File: config.mk
export PLATFORM = sky130hd
export DESIGN_NAME = distance_sorted_insert_list
export DESIGN_NICKNAME = d
export VERILOG_FILES = /design/src/rtl/dsil_pkg.sv /design/src/rtl/dsil_cell.sv /design/src/rtl/dsil_read_sel.sv /design/src/rtl/distance_sorted_insert_list.sv
export SDC_FILE = /design/constraint.sdc
export NUM_CORES = 2
export LEC_CHECK = 0
export ABC_AREA = 1
export CELL_PAD_IN_SITES_DETAIL_PLACEMENT = 2
export CELL_PAD_IN_SITES_GLOBAL_PLACEMENT = 2
export CORE_ASPECT_RATIO = 2
export CORE_MARGIN = 4
export CORE_UTILIZATION = 35
export DETAILED_ROUTE_END_ITERATION = 7
export DONT_BUFFER_PORTS = 1
export GPL_TIMING_DRIVEN = 0
export HOLD_SLACK_MARGIN = 0.06
export PLACE_DENSITY_LB_ADDON = 0.2
export SETUP_SLACK_MARGIN = 0.1
export SLEW_MARGIN = 0
export SYNTH_ARGS = -nofsm -noshare
export SYNTH_HDL_FRONTEND = slang
export SYNTH_HIERARCHICAL = 1
export SYNTH_SLANG_ARGS = --single-unit
File: constraint.sdc
create_clock -name clk -period 3.7 [get_ports clk]
set_input_delay 0.74 -clock clk [delete_from_list [all_inputs] [get_ports clk]]
set_output_delay 0.74 -clock clk [all_outputs]
set_load 0.01 [all_outputs]
File: src/rtl/dsil_pkg.sv
// shared constants and types for the distance sorted insert list
`default_nettype none

package dsil_pkg;

  localparam int DEPTH    = 16;
  localparam int TAG_BITS = 32;

  localparam int KEY_W  = 32;
  localparam int PORT_TAG_W = 32;
  // stored tag bits, the port carries no more than 32
  localparam int TAG_W  = (TAG_BITS < PORT_TAG_W) ? TAG_BITS : PORT_TAG_W;
  localparam int CNT_W  = $clog2(DEPTH + 1);
  localparam int RIDX_W = 4;
  localparam int RD_W   = (CNT_W > RIDX_W) ? CNT_W : RIDX_W;
  localparam int OCNT_W = 5;

  localparam logic CMD_INSERT = 1'b0;
  localparam logic CMD_READ   = 1'b1;

  typedef struct packed {
    logic [KEY_W-1:0] key;
    logic [TAG_W-1:0] tag;
  } entry_t;

  // insert control broadcast to every cell
  typedef struct packed {
    logic   insert_en;
    entry_t new_entry;
  } ins_ctrl_t;

endpackage

`default_nettype wire

File: src/rtl/dsil_cell.sv
// one list slot: compares the new key and takes new, left or own entry
`default_nettype none

module dsil_cell (
  input  wire logic               clk,
  input  wire dsil_pkg::ins_ctrl_t ctrl,
  input  wire logic               occupied,
  input  wire logic               left_ins,
  input  wire dsil_pkg::entry_t   left_entry,
  output logic                    ins,
  output dsil_pkg::entry_t        entry
);

  dsil_pkg::entry_t entry_next;

  // an empty slot counts as larger than any new key
  assign ins = !occupied || (ctrl.new_entry.key <= entry.key);

  always_comb begin
    entry_next = entry;
    if (ctrl.insert_en && ins) begin
      if (left_ins) begin
        entry_next = left_entry;
      end else begin
        entry_next = ctrl.new_entry;
      end
    end
  end

  always_ff @(posedge clk) begin
    entry <= entry_next;
  end

endmodule

`default_nettype wire

File: src/rtl/dsil_read_sel.sv
// rank lookup across the cell row with range check against the count
`default_nettype none

module dsil_read_sel (
  input  wire dsil_pkg::entry_t [dsil_pkg::DEPTH-1:0] entries,
  input  wire logic [dsil_pkg::RIDX_W-1:0]            read_index,
  input  wire logic [dsil_pkg::CNT_W-1:0]             count,
  output dsil_pkg::entry_t                            sel_entry,
  output logic                                        index_ok
);

  logic [dsil_pkg::RD_W-1:0] ridx_ext;

  assign ridx_ext = dsil_pkg::RD_W'(read_index);
  assign index_ok = ridx_ext < dsil_pkg::RD_W'(count);

  always_comb begin
    sel_entry = '0;
    for (int i = 0; i < dsil_pkg::DEPTH; i++) begin
      if (index_ok && (ridx_ext == dsil_pkg::RD_W'(i))) begin
        sel_entry = entries[i];
      end
    end
  end

endmodule

`default_nettype wire

File: src/rtl/distance_sorted_insert_list.sv
// top level: row of sorted list cells, fill count and registered result
//
//   channel  | handshake           | payload
//   ---------+---------------------+-------------------------------------------
//   input    | in_valid / in_stall | cmd, new_distance, new_tag, read_index
//   output   | out_valid/out_stall | out_distance, out_tag, entry_count,
//            |                     | index_ok, overflow
//
// one transaction per cycle while in_stall is low: every cell compares the new
// key at once and shifts right in the same edge that accepts the transaction.
// the result sits in an output register; a new transaction is taken whenever
// that register is empty or being drained.
// rst clears the count and the output valid; cell contents are not cleared.
`default_nettype none

module distance_sorted_insert_list (
  input  wire logic                            clk,
  input  wire logic                            rst,
  input  wire logic                            in_valid,
  output logic                                 in_stall,
  input  wire logic                            cmd,
  input  wire logic [dsil_pkg::KEY_W-1:0]      new_distance,
  input  wire logic [dsil_pkg::PORT_TAG_W-1:0] new_tag,
  input  wire logic [dsil_pkg::RIDX_W-1:0]     read_index,
  output logic                                 out_valid,
  input  wire logic                            out_stall,
  output logic [dsil_pkg::KEY_W-1:0]           out_distance,
  output logic [dsil_pkg::PORT_TAG_W-1:0]      out_tag,
  output logic [dsil_pkg::OCNT_W-1:0]          entry_count,
  output logic                                 index_ok,
  output logic                                 overflow
);

  logic                                    accept;
  logic                                    is_insert;
  logic                                    full;
  logic [dsil_pkg::CNT_W-1:0]              count;
  logic [dsil_pkg::CNT_W-1:0]              count_next;
  dsil_pkg::ins_ctrl_t                     ctrl;
  dsil_pkg::entry_t [dsil_pkg::DEPTH-1:0]  entries;
  logic [dsil_pkg::DEPTH-1:0]              ins;
  dsil_pkg::entry_t                        sel_entry;
  logic                                    sel_ok;

  assign in_stall  = out_valid && out_stall;
  assign accept    = in_valid && !in_stall;
  assign is_insert = (cmd == dsil_pkg::CMD_INSERT);
  assign full      = (count == dsil_pkg::CNT_W'(dsil_pkg::DEPTH));

  assign ctrl.insert_en     = accept && is_insert;
  assign ctrl.new_entry.key = new_distance;
  assign ctrl.new_entry.tag = new_tag[dsil_pkg::TAG_W-1:0];

  always_comb begin
    count_next = count;
    if (ctrl.insert_en && !full) begin
      count_next = count + 1'b1;
    end
  end

  genvar g;
  generate
    for (g = 0; g < dsil_pkg::DEPTH; g++) begin : g_cell
      logic             occ;
      logic             l_ins;
      dsil_pkg::entry_t l_entry;

      assign occ = dsil_pkg::CNT_W'(g) < count;

      if (g == 0) begin : g_head
        assign l_ins   = 1'b0;
        assign l_entry = ctrl.new_entry;
      end else begin : g_body
        assign l_ins   = ins[g-1];
        assign l_entry = entries[g-1];
      end

      dsil_cell u_cell (
        .clk        (clk),
        .ctrl       (ctrl),
        .occupied   (occ),
        .left_ins   (l_ins),
        .left_entry (l_entry),
        .ins        (ins[g]),
        .entry      (entries[g])
      );
    end
  endgenerate

  dsil_read_sel u_read_sel (
    .entries    (entries),
    .read_index (read_index),
    .count      (count),
    .sel_entry  (sel_entry),
    .index_ok   (sel_ok)
  );

  always_ff @(posedge clk) begin
    if (rst) begin
      count     <= '0;
      out_valid <= 1'b0;
    end else begin
      count <= count_next;
      if (accept) begin
        out_valid <= 1'b1;
      end else if (!out_stall) begin
        out_valid <= 1'b0;
      end
    end
  end

  // result payload, loaded with each accepted transaction
  always_ff @(posedge clk) begin
    if (accept) begin
      entry_count <= dsil_pkg::OCNT_W'(count_next);
      if (is_insert) begin
        out_distance <= '0;
        out_tag      <= '0;
        index_ok     <= 1'b1;
        overflow     <= full;
      end else begin
        out_distance <= sel_entry.key;
        out_tag      <= dsil_pkg::PORT_TAG_W'(sel_entry.tag);
        index_ok     <= sel_ok;
        overflow     <= 1'b0;
      end
    end
  end

endmodule

`default_nettype wire

# Yosys cells after proc, flatten, opt, wreduce, memory -nomap -nowiden
# Cells that the tools add are included.
# word_totals
latchBits	0
rom_bits	0
regBits	1101
ramBits	0
memories	0
# op_classes
shift	0
reduce_logical	71
eq_ne	17
n_mul	0
n_bitwise	1
n_mux	34
magnitude_cmp	33
div_mod_pow	0
add_sub_neg	1
# op_table
cell	n
$mux 64	31
$le 32x32->1	16
$lt 4x5->1 const A	8
$logic_and 1x1->1	36
$eq 4x4->1 const B	8
$lt 3x5->1 const A	4
$logic_not 1->1	18
$eq 4x3->1 const B	4
$logic_or 1x1->1	16
$lt 1x5->1 const A	2
$lt 2x5->1 const A	2
$eq 4x2->1 const B	2
$add 5x1->5 const B	1
$eq 5x5->1 const B	1
$logic_not 5->1	1
$lt 4x5->1	1
$mux 5	1
$eq 4x1->1 const B	1
$mux 1	2
$ne 2x1->1 const B	1
$not 1->1	1

# Longest topological paths before layout
# logic_depth
ltp_word	18
ltp_mapped	22

# By module
# Netlist, hierarchy kept.
# modules_own_cells
module	cells_per_inst	instances	seq_area_each_um2	area_each_um2
dsil_cell	282	16	1921.8	3761.1
dsil_read_sel	2090	1	0.0	9182.6
distance_sorted_insert_list	292	1	2252.2	3161.8

# Worst setup path after synthesis
# Ideal clock, no wire load.
# synth_timing
path_type	in2reg
startpoint	input port new_distance[21] in the netlist's numbering
endpoint	register g_cell[15].u_cell/entry[0] in the netlist's numbering, enable pin
path_slack_ns	-0.155
n_path_buf	0
required_time_ns	3.256
path_stages	8
arrival_time_ns	3.411
path_cell_list	ha_1 > a21oi_2 > nor2_1 > nor2_2 > nand3_2 > a21oi_2 > nand2_1 > a21oi_2
# synth_via
elab_chain_len	3
# synth_rtl
item	line_no	rtl
start, declared	distance_sorted_insert_list.sv:22	input wire logic [dsil_pkg::KEY_W-1:0] new_distance,
$le 32x32->1	dsil_cell.sv:17	assign ins = !occupied || (ctrl.new_entry.key <= entry.key);
$logic_or 1x1->1	dsil_cell.sv:17	
$logic_and 1x1->1	dsil_cell.sv:21	if (ctrl.insert_en && ins) begin
end signal, assigned	dsil_cell.sv:31	entry <= entry_next;
end, declared	dsil_cell.sv:11	output dsil_pkg::entry_t entry
# No other way between the ends.
# A chain may end at the register's enable or synchronous reset.

==> qor.csv <==
stage;metric;value;unit
route;Residual DRC;0;
pwr;Pint;22.3;mW
critical_path;FF-to-FF Start;count[2];
route;Initial DRC Count;1687;
cells_and_area;share of cells above drive strength 1;22.9;%
critical_path;Crit Path Max Fanout;10;
timing;RSZ-0062 raised after global routing;true;
synthesis;Ys Warns;6;
critical_path;CP Capture Type;register;
pwr;Max IR drop VDD;0.344;mV
global_routing;total track usage;24.1;%
critical_path;CP arrival;4.26;ns
pwr;Comb pwr share;14.7;%
floorplanning;Die H;652;um
clock_tree;clk_lat worst skew;0.77;ns
pwr;Switching Share;27.5;%
critical_path;reg2reg path depth;20;
route;routed wl met2;151000;um
route;number of nets still failing antenna checks after routing;0;
critical_path;Worst R2R Setup Slack;0.20;ns
critical_path;CP Class;in -> reg;
pwr;P_sw;8.45;mW
clock_tree;Sink Count;1101;
timing;Layout Skew;0.0451;ns
synthesis;Post-Synthesis Cells;6893;
critical_path;Crit path required time;4.34;ns
placed_design;# port buffers;0;
critical_path;Worst R2R End;out_distance[1];
placed_design;HPWL after DPL;218000;um
floorplanning;core area;0.206;sq mm
route;Routed WL;262000;um
pwr;PwrDens;380;mW/mm^2
cells_and_area;final instance area;0.0808;sq mm
timing;final hold violations;0;
floorplanning;starting density of the core;35.1;%
hold_path;Hold Path Depth;1;
clock_tree;Root Buffer;clkbuf_16;
clock_tree;CTS tree;done;
timing;max_slew headroom;15.2;%
pwr;sequential share of power;48.6;%
floorplanning;chip width;330;um
route;DR pass1 iterations;5;
cells_and_area;Layout area overhead;11.4;%
critical_path;startpoint types;primary input;
placed_design;dpl cell area;0.0769;sq mm
timing;maximum clock rate;0.276;GHz
cells_and_area;layout filler cell count;21800;
flow_run;Max Cap Viol;0;
hold_path;Worst Hold Launch;new_distance[14];
timing;Worst-Margin Slew;1.27;ns
global_routing;largest net degree at the start of global routing;66;
route;met3 wire len;5510;um
pwr;Pleak;36.6;nW
placed_design;GP Congestion;0.839;
floorplanning;die footprint;0.215;sq mm
clock_tree;H-tree depth;3;
synthesis;Post-Syn Area;0.0725;sq mm
route;average wire per standard cell;26.5;um
route;vias;50200;
timing;minimum clock period after layout;3.62;ns
cells_and_area;Final nets;7638;
global_routing;first-pass GRT wire length;378000;um
global_routing;total global routing overflow;0;
route;vias per cell;5.08;
clock_tree;Longest Clk Path Bufs;3;
timing;final count of pins violating max slew;0;
synthesis;Avg Inst Size Synth;10.5;sq um
timing;endpoints failing setup;0;
pwr;clock share of power;36.6;%
hold_path;Tightest Hold Check Type;in -> reg;
hold_path;Hold Crit Endpoint;g_cell[0].u_cell/entry[46];
status;status;completed;
clock_tree;Reg clk slew, reported paths;0.07;ns
clock_tree;total CTS buffers;107;
pwr;Power, Total;30.7;mW
route;top layer reached by signal wires;met4;
global_routing;number of global-route vias before repair;56900;
timing;fin crit share;97.8;%
floorplanning;row count;236;
route;M1 WL;85100;um
global_routing;initial antenna violation count;2;
floorplanning;Ports;146;
-- worst max path at each step --
stage                     startpoint                        end  depth (start not counted)
floorplan           new_distance[21]  g_cell[8].u_cell/entry[0]                          8
global placement       read_index[3]            out_distance[3]                         15
detailed placement     read_index[1]                out_tag[30]                         14
CTS                         count[3]                 out_tag[0]                         20
global route                count[3]           out_distance[26]                         18
finish                 read_index[1]                out_tag[19]                         14
-- metrics by stage --
| stage | utilization, % | std cells | hold WS [ns] | worst slack, ns | TNS [ns] |
|---|---|---|---|---|---|
| 2_1_floorplan | - | 6894 | 0.542 | 0.603 | 0 |
| 3_3_place_gp | 36.9 | 9631 | 0.552 | -1.38 | -692.83 |
| 3_5_place_dp | 37.2 | 9665 | 0.556 | -1.24 | -52.89 |
| 4_1_cts | 39.0 | 9875 | 0.117 | 0.0320 | 0 |
| 5_1_grt | 39.1 | 9878 | 0.148 | 0.0470 | 0 |
| 6_report | 39.1 | 9881 | 0.186 | 0.0800 | 0 |
-- registers in the layout, summed over array words and instances (netlist names) --
register and flops:
out_tag 32, entry_count 5, index_ok 1, overflow 1, out_valid 1, g_cell.u_cell/entry 1024
count 5, out_distance 32
-- worst max-delay path, cell delays in order --
cell and delay, ns:
inv_1 0.09, nand2_1 0.21, nor2_2 1.00, clkbuf_1 1.00, nand3_1 0.19, nand3_1 0.18, o21bai_1 0.13, nand4_1 0.14
nand2_1 0.10, nand4_1 0.14, nor2_2 0.08, nand4_1 0.09, nand2_1 0.06, inv_1 0.08
-- layout make-up --
| cell class | instances | area [sq um] | share of cell area [%] |
|---|---|---|---|
| Multi-Input combinational cell | 4579 | 34300 | 42.5 |
| Sequential cell | 1101 | 33000 | 40.9 |
| Inverter | 957 | 3600 | 4.46 |
| Tap cell | 2737 | 3420 | 4.24 |
| Clock buffer | 119 | 2720 | 3.37 |
| Buffer | 256 | 2080 | 2.57 |
| Timing Repair Buffer | 46 | 898 | 1.11 |
| Clock inverter | 82 | 711 | 0.880 |
| Antenna cell | 4 | 10.0 | 0.0124 |
-- metal layers --
metal  vias to the layer above  GRT usage [%]
met1                     25200           21.7
met2                       750           49.7
met3                       461           2.18
met5                         -              0
li1                      23700              -
met4                         0           15.2
-- placed cells by master, fill, tap and decap left out, types with 57 or more instances in the layout --
| cell type | n |
|---|---|
| nand4_1 | 185 |
| mux2_4 | 640 |
| mux2_2 | 240 |
| buf_6 | 112 |
| mux2_1 | 128 |
| or2_2 | 57 |
| nand3_1 | 302 |
| nand2_1 | 1546 |
| inv_1 | 930 |
| clkbuf_16 | 107 |
| a21oi_1 | 252 |
| nor2_2 | 84 |
| edfxtp_1 | 1095 |
| nor2_1 | 373 |
| ha_1 | 517 |
-- power by group through the flow --
stage | Combinational [mW] | Clock, mW | Sequential (mW)
after floorplan | 2.98 | 0 | 15.1
final | 4.52 | 11.2 | 14.9
after detailed placement | 4.49 | 0 | 15.2
after global routing | 4.94 | 12.0 | 15.0
after CTS | 4.55 | 11.7 | 14.9
after global placement | 4.14 | 0 | 15.2
-- timing repair --
action,in CTS,in global routing
gates resized for setup,78,93
endpoints found under the hold margin,6,0
setup endpoints to repair,64,64
setup buffers,8,3
hold buffers,1,0
pin swaps,3,12
No activity file was read; power rests on OpenSTA's default activity.
